<file path="src/rtl/sce_pkg.sv">
// Package for the flame scan, confirm and extinguish controller.
// Holds the mode codes, register indexes, reset values and the structs shared
// by the register file, the state core and the result emitter.
package sce_pkg;

   // Widths of the stored values.
   localparam int STEP_W   = 6;
   localparam int HALF_W   = 4;
   localparam int PULSE_W  = 12;
   localparam int SAMPLE_W = 10;
   localparam int COUNT_W  = 4;
   localparam int RUN_W    = 6;   // beat counter, holds up to four times the half-width

   // Default number of sweep steps.
   localparam int SWEEP_STEPS_DEFAULT = 60;

   // Counter and half-width limits.
   localparam logic signed [COUNT_W-1:0] RELEASE_BOUND  = -4'sd2;
   localparam logic signed [COUNT_W-1:0] COUNT_MAX      = 4'sd7;
   localparam logic [HALF_W-1:0]         HALF_WIDTH_MAX = 4'd8;

   // Operating modes as reported on the result channel.
   typedef enum logic [1:0] {
      MODE_SWEEP   = 2'd0,
      MODE_CONFIRM = 2'd1,
      MODE_PUMP    = 2'd2
   } mode_type;

   // Register indexes on the configuration port.
   typedef enum logic [2:0] {
      REG_TRIP_LEVEL       = 3'd0,
      REG_CONFIRM_LIMIT    = 3'd1,
      REG_LEFT_END_PULSE   = 3'd2,
      REG_RIGHT_END_PULSE  = 3'd3,
      REG_PULSE_PER_STEP   = 3'd4,
      REG_WATER_HALF_WIDTH = 3'd5
   } reg_index_type;

   // Register reset values.
   localparam logic [9:0]  RST_TRIP_LEVEL       = 10'd100;
   localparam logic [3:0]  RST_CONFIRM_LIMIT    = 4'd3;
   localparam logic [11:0] RST_LEFT_END_PULSE   = 12'd900;
   localparam logic [11:0] RST_RIGHT_END_PULSE  = 12'd2100;
   localparam logic [7:0]  RST_PULSE_PER_STEP   = 8'd20;
   localparam logic [3:0]  RST_WATER_HALF_WIDTH = 4'd4;

   // Configuration as seen by the datapath.
   typedef struct packed {
      logic [9:0]  trip_level;
      logic [3:0]  confirm_limit;
      logic [11:0] left_end_pulse;
      logic [11:0] right_end_pulse;
      logic [7:0]  pulse_per_step;
      logic [3:0]  water_half_width;
   } cfg_type;

   // What one accepted sample asks the emitter to produce.
   typedef struct packed {
      logic              run;     // watering run instead of a single beat
      logic [STEP_W-1:0] step;
      logic              dir;
      logic              alarm;
      mode_type          mode;
   } job_type;

endpackage

</file>
<file path="src/rtl/sce_csr.sv">
// Configuration register file of the flame controller, APB-style access.
// Depends on sce_pkg for the register indexes, reset values and cfg_type.
module sce_csr (
   input  logic             clock,
   input  logic             reset,
   input  logic             csr_psel,
   input  logic             csr_penable,
   input  logic             csr_pwrite,
   input  logic [4:0]       csr_paddr,
   input  logic [31:0]      csr_pwdata,
   output logic [31:0]      csr_prdata,
   output sce_pkg::cfg_type cfg
);

   sce_pkg::cfg_type      cfg_ff;
   sce_pkg::cfg_type      cfg_in;
   sce_pkg::reg_index_type idx;
   logic                  wr_en;

   assign idx   = sce_pkg::reg_index_type'(csr_paddr[4:2]);
   assign wr_en = csr_psel && csr_penable && csr_pwrite;
   assign cfg   = cfg_ff;

   // Write decode.
   always_comb begin
      cfg_in = cfg_ff;
      if (wr_en) begin
         case (idx)
            sce_pkg::REG_TRIP_LEVEL:       cfg_in.trip_level       = csr_pwdata[9:0];
            sce_pkg::REG_CONFIRM_LIMIT:    cfg_in.confirm_limit    = csr_pwdata[3:0];
            sce_pkg::REG_LEFT_END_PULSE:   cfg_in.left_end_pulse   = csr_pwdata[11:0];
            sce_pkg::REG_RIGHT_END_PULSE:  cfg_in.right_end_pulse  = csr_pwdata[11:0];
            sce_pkg::REG_PULSE_PER_STEP:   cfg_in.pulse_per_step   = csr_pwdata[7:0];
            sce_pkg::REG_WATER_HALF_WIDTH: cfg_in.water_half_width = csr_pwdata[3:0];
            default: ;
         endcase
      end
   end

   always_ff @(posedge clock) begin
      if (reset) begin
         cfg_ff.trip_level       <= sce_pkg::RST_TRIP_LEVEL;
         cfg_ff.confirm_limit    <= sce_pkg::RST_CONFIRM_LIMIT;
         cfg_ff.left_end_pulse   <= sce_pkg::RST_LEFT_END_PULSE;
         cfg_ff.right_end_pulse  <= sce_pkg::RST_RIGHT_END_PULSE;
         cfg_ff.pulse_per_step   <= sce_pkg::RST_PULSE_PER_STEP;
         cfg_ff.water_half_width <= sce_pkg::RST_WATER_HALF_WIDTH;
      end else begin
         cfg_ff <= cfg_in;
      end
   end

   // Read mux.
   always_comb begin
      case (idx)
         sce_pkg::REG_TRIP_LEVEL:       csr_prdata = {22'd0, cfg_ff.trip_level};
         sce_pkg::REG_CONFIRM_LIMIT:    csr_prdata = {28'd0, cfg_ff.confirm_limit};
         sce_pkg::REG_LEFT_END_PULSE:   csr_prdata = {20'd0, cfg_ff.left_end_pulse};
         sce_pkg::REG_RIGHT_END_PULSE:  csr_prdata = {20'd0, cfg_ff.right_end_pulse};
         sce_pkg::REG_PULSE_PER_STEP:   csr_prdata = {24'd0, cfg_ff.pulse_per_step};
         sce_pkg::REG_WATER_HALF_WIDTH: csr_prdata = {28'd0, cfg_ff.water_half_width};
         default:                       csr_prdata = 32'd0;
      endcase
   end

endmodule

</file>
<file path="src/rtl/sce_core.sv">
// Mode state machine of the flame controller: sweep, confirm and pump.
// Updates the stored state on each accepted sample and describes the job.
// Depends on sce_pkg for mode_type, cfg_type and job_type.
module sce_core #(
   parameter int SWEEP_STEPS = sce_pkg::SWEEP_STEPS_DEFAULT
) (
   input  logic                      clock,
   input  logic                      reset,
   input  logic                      take,
   input  logic [sce_pkg::SAMPLE_W-1:0] sample,
   input  sce_pkg::cfg_type          cfg,
   output sce_pkg::job_type          job
);

   sce_pkg::mode_type                  mode_ff, mode_in;
   logic                               dir_ff, dir_in;
   logic [sce_pkg::STEP_W-1:0]         step_ff, step_in, step_inc;
   logic signed [sce_pkg::COUNT_W-1:0] count_ff, count_in;
   logic                               alarm_ff, alarm_in;
   logic                               above, below, confirmed, run;

   assign above    = sample > cfg.trip_level;
   assign below    = sample < cfg.trip_level;
   assign step_inc = step_ff + 1'b1;

   // Next state and job for the sample on the input.
   always_comb begin
      mode_in   = mode_ff;
      dir_in    = dir_ff;
      step_in   = step_ff;
      count_in  = count_ff;
      alarm_in  = alarm_ff;
      run       = 1'b0;
      confirmed = 1'b0;
      case (mode_ff)
         sce_pkg::MODE_CONFIRM: begin
            if (above) begin
               if (count_ff >= sce_pkg::RELEASE_BOUND) begin
                  count_in = count_ff - 4'sd1;
               end else begin
                  count_in = '0;
                  mode_in  = sce_pkg::MODE_SWEEP;
               end
            end else if (count_ff < sce_pkg::COUNT_MAX) begin
               count_in = count_ff + 4'sd1;
            end
            // A nonnegative counter confirms once it passes the limit.
            confirmed = !count_in[sce_pkg::COUNT_W-1] &&
                        ({1'b0, count_in[sce_pkg::COUNT_W-2:0]} > cfg.confirm_limit);
            if (confirmed) begin
               alarm_in = 1'b1;
               mode_in  = sce_pkg::MODE_PUMP;
               run      = 1'b1;
            end
         end
         sce_pkg::MODE_PUMP: begin
            if (above) begin
               alarm_in = 1'b0;
               count_in = '0;
               mode_in  = sce_pkg::MODE_SWEEP;
            end else begin
               run = 1'b1;
            end
         end
         default: begin
            // Sweep, and the unused code behaves the same.
            mode_in = sce_pkg::MODE_SWEEP;
            if (below) begin
               mode_in = sce_pkg::MODE_CONFIRM;
            end else if (step_inc >= sce_pkg::STEP_W'(SWEEP_STEPS)) begin
               step_in = '0;
               dir_in  = !dir_ff;
            end else begin
               step_in = step_inc;
            end
         end
      endcase
      job.run   = run;
      job.step  = step_in;
      job.dir   = dir_in;
      job.alarm = alarm_in;
      job.mode  = mode_in;
   end

   always_ff @(posedge clock) begin
      if (reset) begin
         mode_ff  <= sce_pkg::MODE_SWEEP;
         dir_ff   <= 1'b0;
         step_ff  <= '0;
         count_ff <= '0;
         alarm_ff <= 1'b0;
      end else if (take) begin
         mode_ff  <= mode_in;
         dir_ff   <= dir_in;
         step_ff  <= step_in;
         count_ff <= count_in;
         alarm_ff <= alarm_in;
      end
   end

endmodule

</file>
<file path="src/rtl/sce_emit.sv">
// Result emitter of the flame controller: output register, watering-run beat
// counter and servo pulse arithmetic. Depends on sce_pkg.
module sce_emit (
   input  logic                        clock,
   input  logic                        reset,
   input  logic                        req_tvalid,
   output logic                        req_tready,
   output logic                        take,
   input  sce_pkg::job_type            job,
   input  sce_pkg::cfg_type            cfg,
   output logic                        rsp_tvalid,
   input  logic                        rsp_tready,
   output logic [15:0]                 rsp_tdata,
   output logic [1:0]                  rsp_tuser,
   output logic                        rsp_tlast
);

   // Run context, held while a watering run has beats left.
   logic                            run_ff, run_in;
   logic [sce_pkg::RUN_W-1:0]       k_ff, k_in;
   logic [sce_pkg::HALF_W-1:0]      h_ff, h_in;
   logic [sce_pkg::STEP_W-1:0]      s_ff;
   logic                            dir_ff, alarm_ff;
   sce_pkg::mode_type               mode_ff;

   // Output register.
   logic                            valid_ff, valid_in;
   logic [sce_pkg::PULSE_W-1:0]     pulse_ff;
   logic                            pump_ff, alarm_out_ff, last_ff;
   sce_pkg::mode_type               mode_out_ff;

   // Current beat.
   logic                            out_free, load;
   logic [sce_pkg::RUN_W-1:0]       k;
   logic [sce_pkg::HALF_W-1:0]      h, h_clamp;
   logic [sce_pkg::STEP_W-1:0]      s;
   logic                            dir, alarm, pump, last;
   sce_pkg::mode_type               mode;
   logic [7:0]                      k8, h8, off;
   logic signed [7:0]               idx;
   logic [sce_pkg::PULSE_W-1:0]     prod, pulse;

   assign out_free   = !valid_ff || rsp_tready;
   assign req_tready = out_free && !run_ff;
   assign take       = req_tvalid && req_tready;
   assign load       = out_free && (run_ff || req_tvalid);
   assign h_clamp    = (cfg.water_half_width > sce_pkg::HALF_WIDTH_MAX) ?
                       sce_pkg::HALF_WIDTH_MAX : cfg.water_half_width;

   // Beat source: an ongoing run, or the first beat of a new job.
   // A single result is a run with zero half-width.
   always_comb begin
      if (run_ff) begin
         k = k_ff; h = h_ff; s = s_ff; dir = dir_ff;
         alarm = alarm_ff; mode = mode_ff; pump = 1'b1;
      end else begin
         k = '0; h = job.run ? h_clamp : '0; s = job.step; dir = job.dir;
         alarm = job.alarm; mode = job.mode; pump = job.run;
      end
   end

   // Step offset: rising from s-h up to s+h-1, then falling from s+h to s-h.
   always_comb begin
      k8 = {2'b00, k};
      h8 = {4'b0000, h};
      if (k8 < (h8 << 1)) begin
         off = k8 - h8;
      end else begin
         off = h8 + (h8 << 1) - k8;
      end
      idx  = $signed({2'b00, s} + off);
      last = (k8 == (h8 << 2));
      prod = sce_pkg::PULSE_W'({{4{idx[7]}}, idx} * {4'b0000, cfg.pulse_per_step});
      pulse = dir ? (cfg.left_end_pulse + prod) : (cfg.right_end_pulse - prod);
   end

   // Run context update.
   always_comb begin
      run_in = run_ff;
      k_in   = k_ff;
      h_in   = h_ff;
      if (load) begin
         run_in = !last;
         k_in   = k + 1'b1;
         h_in   = h;
      end
      valid_in = load ? 1'b1 : (rsp_tready ? 1'b0 : valid_ff);
   end

   always_ff @(posedge clock) begin
      if (reset) begin
         run_ff   <= 1'b0;
         valid_ff <= 1'b0;
         k_ff     <= '0;
         h_ff     <= '0;
      end else begin
         run_ff   <= run_in;
         valid_ff <= valid_in;
         k_ff     <= k_in;
         h_ff     <= h_in;
      end
   end

   // Payload registers.
   always_ff @(posedge clock) begin
      if (take) begin
         s_ff     <= job.step;
         dir_ff   <= job.dir;
         alarm_ff <= job.alarm;
         mode_ff  <= job.mode;
      end
      if (load) begin
         pulse_ff     <= pulse;
         pump_ff      <= pump;
         alarm_out_ff <= alarm;
         mode_out_ff  <= mode;
         last_ff      <= last;
      end
   end

   assign rsp_tvalid = valid_ff;
   assign rsp_tdata  = {2'b00, alarm_out_ff, pump_ff, pulse_ff};
   assign rsp_tuser  = mode_out_ff;
   assign rsp_tlast  = last_ff;

endmodule

</file>
<file path="src/rtl/scan_confirm_extinguish_controller.sv">
// Flame scan, confirm and extinguish controller, top level.
// A result is in the output register in the cycle after its sample beat is taken.
// Throughput: one sample per cycle while each yields a single result and the result
// channel is ready; a sample that starts a watering run of 4*h+1 beats (h the clamped
// half-width) holds off input until the emitter's beat counter loads the last beat.
// Synchronous reset clears mode state and output valid, and restores register defaults.
module scan_confirm_extinguish_controller #(
   parameter int SWEEP_STEPS = sce_pkg::SWEEP_STEPS_DEFAULT
) (
   input  logic        clock,
   input  logic        reset,
   // Sample beats.
   input  logic        req_tvalid,
   output logic        req_tready,
   input  logic [15:0] req_tdata,    // [9:0] sample
   // Result beats.
   output logic        rsp_tvalid,
   input  logic        rsp_tready,
   output logic [15:0] rsp_tdata,    // [11:0] servo_pulse, [12] pump_on, [13] alarm
   output logic [1:0]  rsp_tuser,    // [1:0] mode
   output logic        rsp_tlast,
   // Configuration port.
   input  logic        csr_psel,
   input  logic        csr_penable,
   input  logic        csr_pwrite,
   input  logic [4:0]  csr_paddr,
   input  logic [31:0] csr_pwdata,
   output logic [31:0] csr_prdata,
   output logic        csr_pready
);

   sce_pkg::cfg_type cfg;
   sce_pkg::job_type job;
   logic             take;

   assign csr_pready = 1'b1;

   // Register file.
   sce_csr u_csr (
      .clock       (clock),
      .reset       (reset),
      .csr_psel    (csr_psel),
      .csr_penable (csr_penable),
      .csr_pwrite  (csr_pwrite),
      .csr_paddr   (csr_paddr),
      .csr_pwdata  (csr_pwdata),
      .csr_prdata  (csr_prdata),
      .cfg         (cfg)
   );

   // Mode state machine.
   sce_core #(
      .SWEEP_STEPS (SWEEP_STEPS)
   ) u_core (
      .clock  (clock),
      .reset  (reset),
      .take   (take),
      .sample (req_tdata[sce_pkg::SAMPLE_W-1:0]),
      .cfg    (cfg),
      .job    (job)
   );

   // Result emitter.
   sce_emit u_emit (
      .clock      (clock),
      .reset      (reset),
      .req_tvalid (req_tvalid),
      .req_tready (req_tready),
      .take       (take),
      .job        (job),
      .cfg        (cfg),
      .rsp_tvalid (rsp_tvalid),
      .rsp_tready (rsp_tready),
      .rsp_tdata  (rsp_tdata),
      .rsp_tuser  (rsp_tuser),
      .rsp_tlast  (rsp_tlast)
   );

endmodule
</file>
<file path="config.mk">
export PLATFORM = sky130hd
export DESIGN_NAME = scan_confirm_extinguish_controller
export DESIGN_NICKNAME = d
export VERILOG_FILES = /design/src/rtl/sce_pkg.sv /design/src/rtl/sce_csr.sv /design/src/rtl/sce_core.sv /design/src/rtl/sce_emit.sv /design/src/rtl/scan_confirm_extinguish_controller.sv
export SDC_FILE = /design/constraint.sdc
export NUM_CORES = 1
export LEC_CHECK = 0
export BUFFER_PORTS_ARGS = -buffer_cell sky130_fd_sc_hd__buf_2
export CAP_MARGIN = 20
export CORE_MARGIN = 3
export CORE_UTILIZATION = 35
export DETAILED_ROUTE_END_ITERATION = 16
export PLACE_DENSITY = 0.62
export SKIP_CTS_REPAIR_TIMING = 1
export SYNTH_ARGS = -nofsm -noshare
export SYNTH_HDL_FRONTEND = slang
export SYNTH_SLANG_ARGS = --single-unit
</file>
<file path="constraint.sdc">
create_clock -name clock -period 14.8 [get_ports clock]
set_clock_uncertainty 0.15 [all_clocks]
set_input_delay 1.48 -clock clock [delete_from_list [all_inputs] [get_ports clock]]
set_output_delay 1.48 -clock clock [all_outputs]
set_load 0.01 [all_outputs]
</file>
==> flow_summary.yaml, run 1 <==
outcome:
  status: "complete, no violations"
timing:
  fmax_mhz: 73.3
  setup_viol: 0
  max_slew_margin: 0.487
  tightest_slew_ns: 0.770
  period_share: 0.922
  finalWorstSetupSlack_ns: 1.16
  fin_crit_ns: 13.64
  fin_setup_tns_ns: 0
  hold_viol: 0
  maxSlewViolCount: 0
  rsz0062_at_grt: "false"
floorplanning:
  dieArea_um2: 28100
  die_h_um: 168
  rows: 58
  core_region_area_um2: 25400
  io_pins: 114
  initial_core_util: 0.360
  chipWidth_um: 168
grt:
  antenna_found_initial: 2
  grt_max_degree: 67
  grt_first_pass_wirelength_mm: 35.9
  grt_pass1_vias: 6991
  track_usage: 0.156
  grt_overflow: 0
setup_path:
  critPathMaxStageDelay_ns: 0.54
  reg2reg_from: "u_csr.cfg[43]"
  critPathLaunchType: "primary input"
  cp-startpoint: "req_tdata[5]"
  crit_path_end_kind: "flip-flop"
  path_class: "primary input to flip-flop"
  worst_path_max_delay_cell: "fa_1"
  reg2reg_depth: 60
  critPathMaxFanout: 11
  rrSetupSlack_ns: 1.95
  required_ns: 14.76
  cp_data_arrival_time_ns: 13.60
  r2r-end: "u_emit.pulse_ff[11]"
  crit_end: "u_emit.pulse_ff[11]"
power_and_ir_drop:
  worst_ir_drop_vdd_v: 0.0000540
  power_density_nw_per_um2: 99.1
  p_leak_nw: 4.43
routing:
  dr.pass1.iters: 7
  wire_per_inst_um: 14.7
  drt_iter0_drc: 389
  vias: 7305
  viasPerCell: 4.92
  ant_nets: 0
  wirelength_mm: 21.8
  route.detailed.drc: 0
yosys:
  syn-cell-area_um2: 9140
  avgSynthCellArea_um2: 8.25
  yosys-top-cells-count: "nand2_1 (134), inv_1 (121), nor2_1 (98), ha_1 (92), a21oi_1 (80)"
  synth.top_cell.area_share: 0.166
  synth_flop_cell: "dfxtp_1"
  ys_async_sr_fraction: 0
  ys_ff_latch: 103
  seq_area_frac_synth: 0.255
  yosys_warnings: 0
  synth_cell_type_count: 69
  netlist_instances: 1108
  yosysMostFrequentCell: "nand2_1"
  synth.area.top_cells: "dfxtp_1 (17%), ha_1 (13%), edfxtp_1 (8.9%)"
  synth_area_leader_cell: "dfxtp_1"
  synth_edf_count: 27
clocking:
  cts_buffers: 9
  cts_tree: "yes"
  clockBufferDepth: 2
  clk_latency_ns: 0.37
  cts-root-buf: "clkbuf_16"
  htreeDepth: 3
  clock_sinks: 103
  path_clk_slew_ns: 0.08
placement:
  gp_congestion: 0.833
  dp_slack_ns: 0.483
  hpwl_mm: 17.1
  port_buffers: 62
job:
  drv_cap: 0
cells_and_area:
  fill_cells: 2651
  drive_gt1_frac: 0.104
  n_antenna_cell: 0
  nets: 1340
  area_delta_synth_final_pct: 8.95
worst_hold_path:
  hp-class: "flip-flop to flip-flop"
per-layer routing:
| metal | track usage | share of wire | up-vias |
|---|---|---|---|
| met2 | 0.253 | 0.46 | 132 |
| met5 | 0 | 0.00078 | - |
| met3 | 0.0295 | 0.044 | 25 |
| met1 | 0.215 | 0.48 | 3391 |
| met4 | 0.0388 | 0.014 | 4 |
| li1 | - | - | 3753 |
placed cells by master, fill, tap and decap left out, types with 15 or more instances in the layout:
cell type	synthesis	routed
a21oi_1	80	80
inv_1	121	121
o21ai_0	39	39
a21o_1	15	15
ha_1	92	92
xnor2_1	39	39
mux2i_1	33	33
buf_2	0	63
fa_1	39	39
and2_1	37	37
nand3_1	21	21
nand2_1	134	134
nor3_1	18	18
edfxtp_1	27	27
dfxtp_1	76	76
nor2_1	98	96
conb_1	2	23
nor2b_1	25	25
report_power, final:
| part | internal (mW) | switching [mW] | total, mW | leakage, nW |
|---|---|---|---|---|
| combinational | 0.180 | 0.242 | 0.421 | 3.41 |
| clock | 0.117 | 0.120 | 0.237 | 0.140 |
| sequential | 0.320 | 0.00852 | 0.328 | 0.880 |
| total | 0.616 | 0.371 | 0.987 | 4.43 |
through the flow:
stage               cell area [um2]  hold slack (ns)   util  total power, mW  cells
finish                         9960            0.339  0.392            0.987   1484
global route                   9960            0.358  0.392             1.07   1484
CTS                            9940            0.339  0.392            0.998   1482
detailed placement             9660            0.327  0.380            0.759   1466
global placement               9660            0.316  0.380            0.755   1466
floorplan                      9220            0.295      -            0.666   1129
registers in the layout, summed over array words and instances (netlist names), 2 cells and up:
register,cells
u_csr.cfg,50
u_core.mode_ff,2
u_core.step_ff,6
u_emit.h_ff,4
u_emit.rsp_tuser,2
u_emit.k_ff,6
u_emit.mode_ff,2
u_emit.pulse_ff,12
u_core.count_ff,4
u_emit.s_ff,6
kinds of logic after synthesis:
| kind of cell | count (synthesis) | synth area share |
|---|---|---|
| mux | 45 | 0.0509 |
| simple gates | 383 | 0.197 |
| flops | 103 | 0.255 |
| xor+xnor | 52 | 0.0513 |
| buf+inv | 183 | 0.0862 |
| compound gates | 208 | 0.147 |
| fa+ha+maj | 132 | 0.212 |
| other cells | 2 | 0.000822 |
critical path: cells and delay by family:
| family | cells | cell delay [ns] |
|---|---|---|
| compound gates | 22 | 3.77 |
| xor+xnor | 4 | 0.61 |
| fa+ha+maj | 12 | 4.55 |
| buf+inv | 10 | 0.90 |
| simple gates | 12 | 2.25 |
cell type report:
cell class | instances | area [um2] | area share
inverters | 121 | 454 | 0.0456
flip-flops and latches | 103 | 2330 | 0.234
repair buffers | 71 | 375 | 0.0377
well taps | 330 | 413 | 0.0415
multi-input cells | 843 | 6100 | 0.613
clock inverters | 7 | 55.1 | 0.00553
clock buffers | 9 | 225 | 0.0226
how the worst min path moves through the flow:
| stage | start | endpoint | slack [ns] | cells after the start |
|---|---|---|---|---|
| global route | u_csr.cfg[28] | u_csr.cfg[28] | 0.36 | 2 |
| finish | u_csr.cfg[22] | u_csr.cfg[22] | 0.34 | 2 |
| CTS | u_csr.cfg[22] | u_csr.cfg[22] | 0.34 | 2 |
| floorplan | u_csr.cfg[12] | u_csr.cfg[12] | 0.29 | 2 |
| detailed placement | u_csr.cfg[22] | u_csr.cfg[22] | 0.33 | 2 |
| global placement | u_csr.cfg[44] | u_csr.cfg[44] | 0.32 | 2 |
Power figures use the tool's default switching activity.
==> inputs of run 2 (changes only) <==
- CELL_PAD_IN_SITES_DETAIL_PLACEMENT: not set -> 1
- CELL_PAD_IN_SITES_GLOBAL_PLACEMENT: not set -> 1
- PLACE_DENSITY: 0.62 -> 0.75
==> run 2 against run 1 <==
  * Utilization increased by 0.33 points
  * Sequential share of layout area down 0.20 points
  * Wire length increased by 14%
  * Via count up 4.7%
  * Die area unchanged
  * Maximum frequency is 1.5% lower
  * Count of clock-buffer cells in the layout is 1 higher
  * Global-route usage up 2.3 points
  * Worst setup slack worse by 0.21 ns
  * Critical endpoint unchanged
  * Highest routed layer is now met4
==> flow_summary.yaml, run 2 (same netlist as run 1, synthesis figures left out) <==
cells_and_area:
  nets: 1350
  largest_reg_flops: 50
  mostFrequentLayoutCell: "nand2_1"
  mostFrequentLayoutCells: "nand2_1 (134), inv_1 (121), nor2_1 (96)"
  n_antenna_cell: 0
  area_delta_synth_final_pct: 9.87
  drive_gt1_frac: 0.113
power_and_ir_drop:
  power_density_nw_per_um2: 103
  p_leak_nw: 4.48
  power.total_mw: 1.04
  worst_ir_drop_vdd_v: 0.0000511
setup_path:
  crit_path_end_kind: "flip-flop"
  reg2reg_depth: 59
  required_ns: 14.83
  critPathMaxStageDelay_ns: 0.56
  path_class: "primary input to flip-flop"
  critPathMaxFanout: 7
  worst_path_max_delay_cell: "fa_1"
  critPathLaunchType: "primary input"
  cp_data_arrival_time_ns: 13.88
routing:
  vias: 7649
  wirelength_mm: 24.7
  drt_iter0_drc: 320
  viasPerCell: 5.12
  wire_per_inst_um: 16.6
  routed.top_layer: "met4"
  ant_nets: 0
  wl_met3_um: 786
  route.detailed.drc: 0
  met1_length_mm: 11.7
  wl_met2_mm: 11.8
  dr.pass1.iters: 4
job:
  drv_cap: 0
floorplanning:
  die_h_um: 168
  core_region_area_um2: 25400
  rows: 58
  io_pins: 114
  dieArea_um2: 28100
  initial_core_util: 0.360
  chipWidth_um: 168
clocking:
  cts-root-buf: "clkbuf_16"
  cts_tree: "yes"
  clock_sinks: 103
  clk_latency_ns: 0.36
  path_clk_slew_ns: 0.08
  clockBufferDepth: 2
  cts_buffers: 9
  htreeDepth: 3
timing:
  maxSlewViolCount: 0
  hold_viol: 0
  setup_viol: 0
  tightest_slew_ns: 0.807
  fin_crit_ns: 13.85
  max_slew_margin: 0.461
  fin_setup_tns_ns: 0
  fmax_mhz: 72.2
  period_share: 0.936
  rsz0062_at_grt: "false"
worst_hold_path:
  min_path_cells: 2
  hp-class: "flip-flop to flip-flop"
grt:
  grt_overflow: 0
  grt_max_degree: 67
  grt_pass1_vias: 8231
  antenna_found_initial: 0
  track_usage: 0.179
  grt_first_pass_wirelength_mm: 41.7
outcome:
  status: "complete, no violations"
placement:
  port_buffers: 62
  gp_congestion: 0.861
  hpwl_mm: 19.3
[run 2: changes by cell type in the layout (fill, tap and decap cells not counted)]
cell / previous run / this run
nor4b_2: 0 / 1
inv_6: 3 / 2
clkinv_4: 1 / 2
clkinv_1: 1 / 0
clkbuf_4: 0 / 1
nor4b_1: 1 / 0
buf_4: 8 / 18
buf_2: 63 / 62
clkbuf_1: 0 / 1
[run 2: power by group]
| part | internal, mW | switching (mW) | leakage [nW] | total, mW |
|---|---|---|---|---|
| Combinational | 0.193 | 0.275 | 3.46 | 0.468 |
| Clock | 0.117 | 0.122 | 0.139 | 0.239 |
| Sequential | 0.320 | 0.00908 | 0.880 | 0.329 |
[run 2: worst paths after layout]
path | start | end | slack, ns
setup reg to reg | u_csr.cfg[47] | u_emit.pulse_ff[11] | 1.74
hold / removal | u_csr.cfg[15] | u_csr.cfg[15] | 0.34
setup / recovery | req_tdata[5] | u_emit.pulse_ff[11] | 0.95
hold reg to reg | u_csr.cfg[15] | u_csr.cfg[15] | 0.34
[run 2: through the flow]
step           cells  hold WS (ns)  instance area (um2)  setup WS, ns  utilization
6_report        1494         0.335                10000         0.945        0.395
5_1_grt         1494         0.355                10000        0.0217        0.395
3_3_place_gp    1477         0.316                 9750         0.612        0.384
4_1_cts         1493         0.337                10000         0.708        0.395
2_1_floorplan   1129         0.295                 9220          1.85            -
3_5_place_dp    1477         0.324                 9750         0.362        0.384
[run 2: critical path, delay by kind of cell]
kind / cells / cell delay [ns]
buffers and inverters: 10 / 1.01
AO/OA/AOI/OAI: 25 / 4.44
XOR/XNOR: 4 / 0.78
adder cells (fa/ha/maj): 12 / 4.63
AND/OR/NAND/NOR: 8 / 1.48
[run 2: area by class of cell]
type / instances / area [um2]
clock buffers: 10 / 229
clock inverters: 6 / 51.3
fillers: 3109 / 15400
inverters: 121 / 454
multi-input cells: 843 / 6110
flip-flops and latches: 103 / 2330
well taps: 330 / 413
repair buffers: 81 / 453
[run 2: routing by layer]
metal / track usage / vias to the layer above
met1: 0.240 / 3751
met5: 0 / -
li1: - / 3764
met3: 0.0177 / 21
met2: 0.311 / 113
met4: 0.0441 / 0
